===== config.mk =====
export PLATFORM = sky130hd
export DESIGN_NAME = grid_ray_block_walker_flat
export DESIGN_NICKNAME = d
export VERILOG_FILES = /design/src/sv/grbw_pkg.sv /design/src/sv/grbw_ifs.sv /design/src/sv/grbw_ucode.sv /design/src/sv/grbw_div.sv /design/src/sv/grbw_datapath.sv /design/src/sv/grid_ray_block_walker.sv /design/src/flat_wrapper.sv
export SDC_FILE = /design/constraint.sdc
export NUM_CORES = 2
export LEC_CHECK = 0
export ABC_CLOCK_PERIOD_IN_PS = 10270
export BUFFER_PORTS_ARGS = -buffer_cell sky130_fd_sc_hd__buf_2
export CAP_MARGIN = 25
export CORE_ASPECT_RATIO = 1.1
export CORE_MARGIN = 2
export CORE_UTILIZATION = 30
export DETAILED_ROUTE_END_ITERATION = 10
export GPL_ROUTABILITY_DRIVEN = 0
export PLACE_DENSITY = 0.51
export SLEW_MARGIN = 0
export SYNTH_ARGS = -nofsm -noshare
export SYNTH_HDL_FRONTEND = slang
export SYNTH_SLANG_ARGS = --single-unit

===== constraint.sdc =====
create_clock -name clk -period 10.27 [get_ports clk]
set_input_delay 3.081 -clock clk [delete_from_list [all_inputs] [get_ports clk]]
set_output_delay 3.081 -clock clk [all_outputs]
set_load 0.01 [all_outputs]

===== src/sv/grbw_pkg.sv =====
// Shared types, constants and control word layout for the grid ray block walker.
package grbw_pkg;

	localparam int COORD_W   = 32;
	localparam int BLK_IN_W  = 8;
	localparam int VISIT_W   = 8;
	localparam int FRAC_W    = 16;
	localparam int DIFF_W    = COORD_W + 1;
	localparam int PART_W    = FRAC_W + 1;
	localparam int PROD_W    = PART_W + 1 + COORD_W;

	localparam int MAX_STEPS_DEF        = 64;
	localparam int BLOCK_SHIFT_DEF      = 7;
	localparam int BLOCK_COORD_BITS_DEF = 8;

	localparam int DIV_STEPS = 32;
	localparam int DIV_CNT_W = $clog2(DIV_STEPS + 1);

	localparam logic [PART_W-1:0]         FRAC_ONE    = PART_W'(1) << FRAC_W;
	localparam logic signed [COORD_W-1:0] STILL_SLOPE = 32'sh0100_0000;
	localparam logic signed [COORD_W-1:0] SLOPE_MAX   = 32'sh7FFF_FFFF;
	localparam logic signed [COORD_W-1:0] SLOPE_MIN   = 32'sh8000_0000;

	localparam int PC_W = 4;

	typedef enum logic [2:0] {
		OP_NOP,
		OP_LOAD,
		OP_SETUP,
		OP_SLOPE,
		OP_MUL,
		OP_ICPT,
		OP_EMIT
	} op_t;

	// AXIS_X: x is the stepping axis, giving the y slope and y intercept
	typedef enum logic {
		AXIS_X,
		AXIS_Y
	} axis_t;

	typedef enum logic [1:0] {
		HOLD_NONE,
		HOLD_INPUT,
		HOLD_DIV,
		HOLD_EMIT
	} hold_t;

	typedef struct packed {
		op_t             op;
		axis_t           axis;
		hold_t           hold;
		logic [PC_W-1:0] next_pc;
	} ctrl_t;

	typedef struct packed {
		logic in_valid;
		logic div_busy;
		logic emit_last;
	} stat_t;

	typedef struct packed {
		logic              start;
		logic [DIFF_W-1:0] mag;
		logic [DIFF_W-1:0] den;
		logic              neg;
	} div_req_t;

	typedef struct packed {
		logic                        busy;
		logic signed [COORD_W-1:0]   slope;
	} div_rsp_t;

endpackage


===== src/sv/grbw_ifs.sv =====
// Ray input and block visit output channel interfaces.
interface grbw_ray_if import grbw_pkg::*; ();
	logic                       valid;
	logic                       ready;
	logic signed [COORD_W-1:0]  start_x;
	logic signed [COORD_W-1:0]  start_y;
	logic signed [COORD_W-1:0]  end_x;
	logic signed [COORD_W-1:0]  end_y;
	logic [BLK_IN_W-1:0]        start_block_x;
	logic [BLK_IN_W-1:0]        start_block_y;
	logic [BLK_IN_W-1:0]        end_block_x;
	logic [BLK_IN_W-1:0]        end_block_y;

	modport source (
		output valid, start_x, start_y, end_x, end_y,
		       start_block_x, start_block_y, end_block_x, end_block_y,
		input  ready
	);
	modport sink (
		input  valid, start_x, start_y, end_x, end_y,
		       start_block_x, start_block_y, end_block_x, end_block_y,
		output ready
	);
endinterface

interface grbw_visit_if import grbw_pkg::*; ();
	logic               valid;
	logic               ready;
	logic [VISIT_W-1:0] visit_x;
	logic [VISIT_W-1:0] visit_y;
	logic               last_visit;
	logic               reached_end;

	modport source (
		output valid, visit_x, visit_y, last_visit, reached_end,
		input  ready
	);
	modport sink (
		input  valid, visit_x, visit_y, last_visit, reached_end,
		output ready
	);
endinterface


===== src/sv/grbw_ucode.sv =====
// Microcode ROM and step counter with conditional hold and jump.
module grbw_ucode import grbw_pkg::*; (
	input  logic  clk,
	input  logic  arst_n,
	input  stat_t stat,
	output ctrl_t ctrl
);

	logic [PC_W-1:0] pc_q;
	logic            hold;

	function automatic ctrl_t rom(input logic [PC_W-1:0] pc);
		ctrl_t cw;
		cw = '{op: OP_NOP, axis: AXIS_X, hold: HOLD_NONE, next_pc: '0};
		case (pc)
			4'd0:  cw = '{op: OP_LOAD,  axis: AXIS_X, hold: HOLD_INPUT, next_pc: 4'd1};
			4'd1:  cw = '{op: OP_SETUP, axis: AXIS_X, hold: HOLD_NONE,  next_pc: 4'd2};
			4'd2:  cw = '{op: OP_NOP,   axis: AXIS_X, hold: HOLD_DIV,   next_pc: 4'd3};
			4'd3:  cw = '{op: OP_SLOPE, axis: AXIS_X, hold: HOLD_NONE,  next_pc: 4'd4};
			4'd4:  cw = '{op: OP_MUL,   axis: AXIS_X, hold: HOLD_NONE,  next_pc: 4'd5};
			4'd5:  cw = '{op: OP_ICPT,  axis: AXIS_X, hold: HOLD_NONE,  next_pc: 4'd6};
			4'd6:  cw = '{op: OP_SETUP, axis: AXIS_Y, hold: HOLD_NONE,  next_pc: 4'd7};
			4'd7:  cw = '{op: OP_NOP,   axis: AXIS_Y, hold: HOLD_DIV,   next_pc: 4'd8};
			4'd8:  cw = '{op: OP_SLOPE, axis: AXIS_Y, hold: HOLD_NONE,  next_pc: 4'd9};
			4'd9:  cw = '{op: OP_MUL,   axis: AXIS_Y, hold: HOLD_NONE,  next_pc: 4'd10};
			4'd10: cw = '{op: OP_ICPT,  axis: AXIS_Y, hold: HOLD_NONE,  next_pc: 4'd11};
			4'd11: cw = '{op: OP_EMIT,  axis: AXIS_X, hold: HOLD_EMIT,  next_pc: 4'd0};
			default: cw = '{op: OP_NOP, axis: AXIS_X, hold: HOLD_NONE,  next_pc: 4'd0};
		endcase
		return cw;
	endfunction

	assign ctrl = rom(pc_q);

	always_comb begin
		case (ctrl.hold)
			HOLD_INPUT: hold = !stat.in_valid;
			HOLD_DIV:   hold = stat.div_busy;
			HOLD_EMIT:  hold = !stat.emit_last;
			default:    hold = 1'b0;
		endcase
	end

	always_ff @(posedge clk or negedge arst_n) begin
		if (!arst_n) begin
			pc_q <= '0;
		end else if (!hold) begin
			pc_q <= ctrl.next_pc;
		end
	end

endmodule


===== src/sv/grbw_div.sv =====
// Serial restoring divider for the 16.16 slope, with saturation to 32 bits.
module grbw_div import grbw_pkg::*; (
	input  logic     clk,
	input  logic     arst_n,
	input  div_req_t req,
	output div_rsp_t rsp
);

	logic                   busy_q;
	logic [DIV_CNT_W-1:0]   cnt_q;
	logic [DIFF_W-1:0]      rem_q;
	logic [DIFF_W-1:0]      den_q;
	logic [COORD_W-1:0]     num_q;
	logic [COORD_W-1:0]     quo_q;
	logic                   neg_q;
	logic                   zero_q;
	logic                   sat_q;

	logic [DIFF_W-1:0]      top;
	logic                   zero;
	logic                   sat;
	logic [DIFF_W:0]        shifted;
	logic                   ge;
	logic [DIFF_W:0]        diff;
	logic                   ovf;

	// quotient bits above bit 31 are nonzero exactly when mag >> 16 >= den
	assign top     = DIFF_W'(req.mag[DIFF_W-1:FRAC_W]);
	assign zero    = (req.mag == '0);
	assign sat     = (top >= req.den);
	assign shifted = {rem_q, num_q[COORD_W-1]};
	assign ge      = (shifted >= {1'b0, den_q});
	assign diff    = shifted - {1'b0, den_q};

	always_ff @(posedge clk or negedge arst_n) begin
		if (!arst_n) begin
			busy_q <= 1'b0;
			cnt_q  <= '0;
		end else if (req.start) begin
			busy_q <= !(zero || sat);
			cnt_q  <= DIV_CNT_W'(DIV_STEPS);
		end else if (busy_q) begin
			cnt_q <= cnt_q - 1'b1;
			if (cnt_q == DIV_CNT_W'(1)) begin
				busy_q <= 1'b0;
			end
		end
	end

	always_ff @(posedge clk) begin
		if (req.start) begin
			den_q  <= req.den;
			neg_q  <= req.neg;
			zero_q <= zero;
			sat_q  <= sat;
			rem_q  <= top;
			num_q  <= {req.mag[FRAC_W-1:0], FRAC_W'(0)};
			quo_q  <= '0;
		end else if (busy_q) begin
			rem_q <= ge ? diff[DIFF_W-1:0] : shifted[DIFF_W-1:0];
			num_q <= num_q << 1;
			quo_q <= {quo_q[COORD_W-2:0], ge};
		end
	end

	// magnitude past the signed range saturates
	assign ovf = neg_q ? (quo_q[COORD_W-1] && (|quo_q[COORD_W-2:0])) : quo_q[COORD_W-1];

	always_comb begin
		rsp.busy = busy_q;
		if (zero_q) begin
			rsp.slope = '0;
		end else if (sat_q || ovf) begin
			rsp.slope = neg_q ? SLOPE_MIN : SLOPE_MAX;
		end else begin
			rsp.slope = neg_q ? -$signed(quo_q) : $signed(quo_q);
		end
	end

endmodule


===== src/sv/grbw_datapath.sv =====
// Axis setup, intercept arithmetic and block walk driven by the control word.
module grbw_datapath import grbw_pkg::*; #(
	parameter int MAX_STEPS        = MAX_STEPS_DEF,
	parameter int BLOCK_SHIFT      = BLOCK_SHIFT_DEF,
	parameter int BLOCK_COORD_BITS = BLOCK_COORD_BITS_DEF
) (
	input  logic             clk,
	input  logic             arst_n,
	grbw_ray_if.sink         ray,
	grbw_visit_if.source     visit,
	input  ctrl_t            ctrl,
	output stat_t            stat
);

	localparam int BW    = BLOCK_COORD_BITS;
	localparam int CNT_W = (MAX_STEPS > 1) ? $clog2(MAX_STEPS) : 1;

	logic signed [COORD_W-1:0] sx_q, sy_q, ex_q, ey_q;
	logic [BW-1:0]             bx_q, by_q, ebx_q, eby_q;
	logic [BW-1:0]             dirx_q, diry_q;
	logic [PART_W-1:0]         partial_q;
	logic                      still_q;
	logic signed [COORD_W-1:0] slope_q;
	logic signed [PROD_W-1:0]  prod_q;
	logic [COORD_W-1:0]        icx_q, icy_q, stepx_q, stepy_q;
	logic [CNT_W-1:0]          n_q;

	logic                      ovalid_q;
	logic [VISIT_W-1:0]        vx_q, vy_q;
	logic                      last_q, reached_q;

	logic signed [COORD_W-1:0] s_this, e_this, s_other, e_other;
	logic [COORD_W-1:0]        s_this_u;
	logic [BW-1:0]             b0, b1;
	logic signed [DIFF_W-1:0]  d_this, d_other;
	logic [DIFF_W-1:0]         d_this_abs, d_other_abs;
	logic [FRAC_W-1:0]         frac;
	logic                      go_up, go_down;
	logic [COORD_W-1:0]        icpt_sum;
	div_req_t                  div_req;
	div_rsp_t                  div_rsp;

	logic                      accept;
	logic                      at_end, final_blk, fire;
	logic                      match_y, match_x;

	// operand selection for the axis in setup
	always_comb begin
		if (ctrl.axis == AXIS_X) begin
			s_this  = sx_q;
			e_this  = ex_q;
			s_other = sy_q;
			e_other = ey_q;
			b0      = bx_q;
			b1      = ebx_q;
		end else begin
			s_this  = sy_q;
			e_this  = ey_q;
			s_other = sx_q;
			e_other = ex_q;
			b0      = by_q;
			b1      = eby_q;
		end
	end

	assign d_this      = {e_this[COORD_W-1], e_this} - {s_this[COORD_W-1], s_this};
	assign d_other     = {e_other[COORD_W-1], e_other} - {s_other[COORD_W-1], s_other};
	assign d_this_abs  = d_this[DIFF_W-1] ? DIFF_W'(-d_this) : DIFF_W'(d_this);
	assign d_other_abs = d_other[DIFF_W-1] ? DIFF_W'(-d_other) : DIFF_W'(d_other);
	assign s_this_u    = s_this;
	assign frac        = FRAC_W'(s_this_u >> BLOCK_SHIFT);
	assign go_up       = (b1 > b0);
	assign go_down     = (b1 < b0);

	assign div_req.start = (ctrl.op == OP_SETUP);
	assign div_req.mag   = d_other_abs;
	assign div_req.den   = d_this_abs;
	assign div_req.neg   = d_other[DIFF_W-1];

	grbw_div u_div (
		.clk    (clk),
		.arst_n (arst_n),
		.req    (div_req),
		.rsp    (div_rsp)
	);

	// floor(partial * slope / 65536) plus the block-unit start, wrapping at 32 bits
	assign icpt_sum = COORD_W'(s_other >>> BLOCK_SHIFT) + COORD_W'(prod_q[FRAC_W +: COORD_W]);

	assign accept    = ray.valid && ray.ready;
	assign ray.ready = (ctrl.op == OP_LOAD);

	assign at_end    = (bx_q == ebx_q) && (by_q == eby_q);
	assign final_blk = at_end || (n_q == CNT_W'(MAX_STEPS - 1));
	assign fire      = (ctrl.op == OP_EMIT) && (!ovalid_q || visit.ready);
	assign match_y   = !icy_q[COORD_W-1] && (icy_q[COORD_W-1:FRAC_W] == FRAC_W'(by_q));
	assign match_x   = !icx_q[COORD_W-1] && (icx_q[COORD_W-1:FRAC_W] == FRAC_W'(bx_q));

	assign stat.in_valid  = ray.valid;
	assign stat.div_busy  = div_rsp.busy;
	assign stat.emit_last = fire && final_blk;

	always_ff @(posedge clk) begin
		case (ctrl.op)
			OP_LOAD: begin
				if (accept) begin
					sx_q  <= ray.start_x;
					sy_q  <= ray.start_y;
					ex_q  <= ray.end_x;
					ey_q  <= ray.end_y;
					bx_q  <= BW'(ray.start_block_x);
					by_q  <= BW'(ray.start_block_y);
					ebx_q <= BW'(ray.end_block_x);
					eby_q <= BW'(ray.end_block_y);
					n_q   <= '0;
				end
			end
			OP_SETUP: begin
				if (go_up) begin
					partial_q <= FRAC_ONE - PART_W'(frac);
				end else if (go_down) begin
					partial_q <= PART_W'(frac);
				end else begin
					partial_q <= FRAC_ONE;
				end
				still_q <= !(go_up || go_down);
				if (ctrl.axis == AXIS_X) begin
					dirx_q <= go_up ? BW'(1) : (go_down ? {BW{1'b1}} : '0);
				end else begin
					diry_q <= go_up ? BW'(1) : (go_down ? {BW{1'b1}} : '0);
				end
			end
			OP_SLOPE: begin
				slope_q <= still_q ? STILL_SLOPE : div_rsp.slope;
			end
			OP_MUL: begin
				prod_q <= $signed({1'b0, partial_q}) * slope_q;
			end
			OP_ICPT: begin
				if (ctrl.axis == AXIS_X) begin
					icy_q   <= icpt_sum;
					stepy_q <= slope_q;
				end else begin
					icx_q   <= icpt_sum;
					stepx_q <= slope_q;
				end
			end
			OP_EMIT: begin
				if (fire) begin
					vx_q      <= VISIT_W'(bx_q);
					vy_q      <= VISIT_W'(by_q);
					last_q    <= final_blk;
					reached_q <= final_blk && at_end;
					n_q       <= n_q + 1'b1;
					if (match_y) begin
						icy_q <= icy_q + stepy_q;
						bx_q  <= bx_q + dirx_q;
					end else if (match_x) begin
						icx_q <= icx_q + stepx_q;
						by_q  <= by_q + diry_q;
					end
				end
			end
			default: begin
			end
		endcase
	end

	always_ff @(posedge clk or negedge arst_n) begin
		if (!arst_n) begin
			ovalid_q <= 1'b0;
		end else if (fire) begin
			ovalid_q <= 1'b1;
		end else if (visit.ready) begin
			ovalid_q <= 1'b0;
		end
	end

	assign visit.valid       = ovalid_q;
	assign visit.visit_x     = vx_q;
	assign visit.visit_y     = vy_q;
	assign visit.last_visit  = last_q;
	assign visit.reached_end = reached_q;

endmodule


===== src/sv/grid_ray_block_walker.sv =====
// Top level of the grid ray block walker: microcode sequencer plus datapath.
//
//  channel  dir  handshake        payload
//  ray      in   valid / ready    start_x, start_y, end_x, end_y (s32),
//                                 start_block_x/y, end_block_x/y (u8)
//  visit    out  valid / ready    visit_x, visit_y (u8), last_visit, reached_end
//
// One ray at a time: a load step, then per axis a setup step, the divider wait (no
// divide runs when the quotient is zero or saturates), then slope, multiply and
// intercept steps. Blocks then leave one per cycle, up to MAX_STEPS; a stalled
// visit channel holds the walk in place. The next ray is taken once the final
// block is in the output register. Reset clears the step counter and the output valid.
module grid_ray_block_walker import grbw_pkg::*; #(
	parameter int MAX_STEPS        = MAX_STEPS_DEF,
	parameter int BLOCK_SHIFT      = BLOCK_SHIFT_DEF,
	parameter int BLOCK_COORD_BITS = BLOCK_COORD_BITS_DEF
) (
	input  logic         clk,
	input  logic         arst_n,
	grbw_ray_if.sink     ray,
	grbw_visit_if.source visit
);

	ctrl_t ctrl;
	stat_t stat;

	grbw_ucode u_ucode (
		.clk    (clk),
		.arst_n (arst_n),
		.stat   (stat),
		.ctrl   (ctrl)
	);

	grbw_datapath #(
		.MAX_STEPS        (MAX_STEPS),
		.BLOCK_SHIFT      (BLOCK_SHIFT),
		.BLOCK_COORD_BITS (BLOCK_COORD_BITS)
	) u_datapath (
		.clk    (clk),
		.arst_n (arst_n),
		.ray    (ray),
		.visit  (visit),
		.ctrl   (ctrl),
		.stat   (stat)
	);

endmodule


===== src/flat_wrapper.sv =====
// flat-port wrapper written by rule: the top's interface ports become plain ports
module grid_ray_block_walker_flat import grbw_pkg::*;
#(
	parameter int MAX_STEPS        = MAX_STEPS_DEF,
	parameter int BLOCK_SHIFT      = BLOCK_SHIFT_DEF,
	parameter int BLOCK_COORD_BITS = BLOCK_COORD_BITS_DEF
)
  (clk, arst_n, ray_valid, ray_start_x, ray_start_y, ray_end_x, ray_end_y, ray_start_block_x, ray_start_block_y, ray_end_block_x, ray_end_block_y, ray_ready, visit_valid, visit_visit_x, visit_visit_y, visit_last_visit, visit_reached_end, visit_ready);
  grbw_ray_if ray_i ();
  grbw_visit_if visit_i ();
  input  logic clk;
  input  logic arst_n;
  input wire logic [$bits(ray_i.valid)-1:0] ray_valid;
  input wire logic [$bits(ray_i.start_x)-1:0] ray_start_x;
  input wire logic [$bits(ray_i.start_y)-1:0] ray_start_y;
  input wire logic [$bits(ray_i.end_x)-1:0] ray_end_x;
  input wire logic [$bits(ray_i.end_y)-1:0] ray_end_y;
  input wire logic [$bits(ray_i.start_block_x)-1:0] ray_start_block_x;
  input wire logic [$bits(ray_i.start_block_y)-1:0] ray_start_block_y;
  input wire logic [$bits(ray_i.end_block_x)-1:0] ray_end_block_x;
  input wire logic [$bits(ray_i.end_block_y)-1:0] ray_end_block_y;
  output wire logic [$bits(ray_i.ready)-1:0] ray_ready;
  output wire logic [$bits(visit_i.valid)-1:0] visit_valid;
  output wire logic [$bits(visit_i.visit_x)-1:0] visit_visit_x;
  output wire logic [$bits(visit_i.visit_y)-1:0] visit_visit_y;
  output wire logic [$bits(visit_i.last_visit)-1:0] visit_last_visit;
  output wire logic [$bits(visit_i.reached_end)-1:0] visit_reached_end;
  input wire logic [$bits(visit_i.ready)-1:0] visit_ready;
  assign ray_i.valid = ray_valid;
  assign ray_i.start_x = ray_start_x;
  assign ray_i.start_y = ray_start_y;
  assign ray_i.end_x = ray_end_x;
  assign ray_i.end_y = ray_end_y;
  assign ray_i.start_block_x = ray_start_block_x;
  assign ray_i.start_block_y = ray_start_block_y;
  assign ray_i.end_block_x = ray_end_block_x;
  assign ray_i.end_block_y = ray_end_block_y;
  assign ray_ready = ray_i.ready;
  assign visit_valid = visit_i.valid;
  assign visit_visit_x = visit_i.visit_x;
  assign visit_visit_y = visit_i.visit_y;
  assign visit_last_visit = visit_i.last_visit;
  assign visit_reached_end = visit_i.reached_end;
  assign visit_i.ready = visit_ready;
  grid_ray_block_walker #(.MAX_STEPS(MAX_STEPS), .BLOCK_SHIFT(BLOCK_SHIFT), .BLOCK_COORD_BITS(BLOCK_COORD_BITS)) u_core (.clk(clk), .arst_n(arst_n), .ray(ray_i), .visit(visit_i));
endmodule

==> flow_summary_export.csv <==
group,metric,value,unit
synth,synthArstFlopShare,2.28,%
finish,drive_above_1_share,9.37,%
floorplanning,start_util,30.2,%
grt,antenna_found_initial,14,
detailed_routing,drc_errors,0,
clocking,clock-root-buffer,"clkbuf_16",
finish,syn_to_final_growth,11.6,%
synth,synth_top_family_by_area,"adder cells",
clocking,tritoncts,"built",
clocking,cts_resized,0,
grt,grt_pass1_wl,251,mm
grt,grt_max_degree,85,
detailed_routing,drt_iter0_drc,3483,
synth,yosys-mux-area-fraction,4.10,%
timing,setup_viol,0,
finish,n_fill_cell,17758,
setup_path,path_class,"reg2reg",
timing,skew,0.0559,ns
run,max_cap_viol_count,0,
hold_path,hold_path_class,"reg2reg",
timing,finalHoldViolations,0,
timing,final.setup.tns,0,ns
synth,ys_top_cells_by_count,"712 x inv_1, 624 x nand2_1, 515 x fa_1, 467 x edfxtp_1, 351 x ha_1",
synth,synthFlopType,"edfxtp_1",
synth,syn-cell-area,0.0523,mm2
clocking,numCtsBuffers,69,
synth,synth.top_cell.area_share,26.8,%
setup_path,cp_max_fo,28,
hold_path,whs_path_depth,2,
detailed_routing,drt_wl_total,166,mm
floorplanning,fp.dieW,402,um
synth,yosys.area_share.simple,14.8,%
finish,stdcell_area,0.0584,mm2
run_status,status,"finished clean",
synth,post-synth-top-count-cell,"inv_1",
synth,synth-edff-count,467,
floorplanning,rows,160,
placement,portBuffers,183,
finish,layout.nets,6557,
clocking,cts_setup_buffers,0,
clocking,path_clk_slew,0.06,ns
floorplanning,io_pins,184,
grt,first_global_vias,40408,
synth,ys_ff_latch,527,
timing,grt_setup_unrepaired,"no",
synth,ys_warn_count,0,
setup_path,crit_path_start_kind,"flip-flop",
synth,synth_compound_area_share,12.4,%
grt,track_usage,18.4,%
floorplanning,core,0.173,mm2
detailed_routing,wl_per_cell,21.1,um
timing,finalMaxSlewViolations,0,
synth,synthCells,5409,
setup_path,reg2reg_depth,26,
floorplanning,dieArea,0.178,mm2
timing,finalCritPeriodShare,84.5,%
clocking,clock_latency,0.69,ns
timing,clock.fmax,115,MHz
timing,min_period,8.68,ns
timing,fin_hold_ws,0.503,ns
detailed_routing,ant_nets,0,
synth,synth_xor_area_share,4.79,%
detailed_routing,vias,40216,
synth,avgSynthCellArea,9.67,um2
floorplanning,die_h,442,um
setup_path,cp.arrival,9.20,ns
clocking,htreeDepth,3,
placement,place_hpwl,128,mm
synth,syn-num-nets,6439,
grt,grt_overflow,0,
synth,synth_cell_type_count,87,
synth,synth_fa_ha_area_share,28.1,%
setup_path,cp-end-kind,"flip-flop",
clocking,clkSinkCount,527,
synth,seq_area_frac_synth,29.2,%
clocking,cts_buffer_depth,3,
setup_path,crit_required,10.80,ns
timing,slew_headroom,26.8,%
synth,synthTopCellsByArea,"edfxtp_1 27%, fa_1 20%, ha_1 8.4%",
timing,tightestPinTransition,1.10,ns
synth,synth_top_area_cell,"edfxtp_1",
detailed_routing,dr.pass1.iters,8,
placement,placed_cell_area,0.0559,mm2
detailed_routing,vias_per_cell,5.12,
clocking,cts_hold_buf,0,
## worst max-delay path, cell delays in order (launching register included)
cell and delay, ns:
dfrtp_1 0.52, nand2b_1 0.32, o22ai_4 0.41, buf_4 0.47, buf_4 0.42, mux2_2 0.38, ha_1 0.48, nand3_1 0.22
nand2b_1 0.23, o211a_1 0.21, a211oi_1 0.69, o2111ai_1 0.36, nor4_2 0.71, and3_1 0.46, a41oi_1 0.20, xnor2_1 0.24
ha_1 0.36, nand4_1 0.09, a21oi_1 0.12, o21ai_0 0.10, a21oi_1 0.17, o22a_1 0.26, nand3_1 0.11, nor4_1 0.25
nand4b_1 0.14, nor4bb_1 0.43, o31ai_1 0.12
## layout make-up
cell class / count / area (um2) / share of cell area (%)
antenna: 3 / 7.51 / 0.0129
timing repair buffer: 249 / 1580 / 2.71
tap: 2268 / 2840 / 4.86
sequential: 527 / 15300 / 26.2
inverter: 713 / 2680 / 4.59
clock inverter: 43 / 489 / 0.838
clock buffer: 81 / 1810 / 3.11
multi-input combinational: 3967 / 33700 / 57.7
## path summary, 6_finish.rpt
path	slack [ns]	to	start
max reg2reg	1.59	u_core.u_datapath.u_div.busy_q	u_core.u_ucode.pc_q[2]
min	0.50	u_core.u_datapath.u_div.rem_q[23]	u_core.u_datapath.u_div.rem_q[23]
min in group asynchronous	2.40	u_core.u_datapath.visit.valid	arst_n
min reg2reg	0.50	u_core.u_datapath.u_div.rem_q[23]	u_core.u_datapath.u_div.rem_q[23]
max	1.59	u_core.u_datapath.u_div.busy_q	u_core.u_ucode.pc_q[2]
max in group asynchronous	7.36	u_core.u_datapath.u_div.busy_q	arst_n
## logic make-up (layout without fill, tap and decap cells)
group / count (synthesis) / after routing
adders and majority gates: 866 / 866
muxes: 202 / 202
DFF: 527 / 527
other: 0 / 3
AOI/OAI and AO/OA: 1015 / 1015
xor gates and xnor gates: 286 / 286
buffers and inverters: 915 / 1086
and+or+nand+nor: 1598 / 1598
## flip-flops by register name, indices dropped and copies added (netlist names), 6 cells and up
register                         cells
u_core.u_datapath.u_div.den_q       33
u_core.u_datapath.u_div.rem_q       33
u_core.u_datapath.ex_q              32
u_core.u_datapath.ey_q              32
u_core.u_datapath.icx_q             32
u_core.u_datapath.icy_q             32
u_core.u_datapath.prod_q            32
u_core.u_datapath.slope_q           32
u_core.u_datapath.stepx_q           32
u_core.u_datapath.stepy_q           32
u_core.u_datapath.sx_q              32
u_core.u_datapath.sy_q              32
u_core.u_datapath.u_div.quo_q       32
u_core.u_datapath.partial_q         17
u_core.u_datapath.u_div.num_q       16
u_core.u_datapath.bx_q               8
u_core.u_datapath.by_q               8
u_core.u_datapath.ebx_q              8
u_core.u_datapath.eby_q              8
u_core.u_datapath.visit.visit_x      8
u_core.u_datapath.visit.visit_y      8
u_core.u_datapath.n_q                6
u_core.u_datapath.u_div.cnt_q        6
## per-layer routing
layer | up-vias | routed length (um) | global-route usage, %
met5 | - | 127 | 0
met4 | 18 | 3830 | 4.95
met3 | 182 | 11500 | 3.42
met2 | 1274 | 74200 | 28.9
met1 | 20078 | 76200 | 26.0
li1 | 18664 | - | -
## layout by cell type, fill, tap and decap left out, types with 103 or more instances in the layout
master / synthesis / final
xor2_1: 103 / 103
nor2_1: 283 / 277
a21oi_1: 250 / 249
inv_1: 712 / 712
and2_1: 220 / 219
edfxtp_1: 467 / 467
mux2i_1: 103 / 103
fa_1: 515 / 515
nand2_1: 624 / 624
xnor2_1: 183 / 183
buf_2: 4 / 183
ha_1: 351 / 351
o21ai_0: 256 / 256
## through the flow
stage / cells / worst slack (ns) / utilization (%)
after floorplan: 5409 / 2.13 / -
after global placement: 7713 / 2.06 / 32.3
after detailed placement: 7719 / 1.87 / 32.3
after CTS: 7843 / 1.81 / 33.7
after global routing: 7848 / 0.899 / 33.7
final: 7851 / 1.59 / 33.7
Power is left out: the tool's default activity adds up to more than one toggle a clock period on the data nets, which glitch-free logic cannot reach.
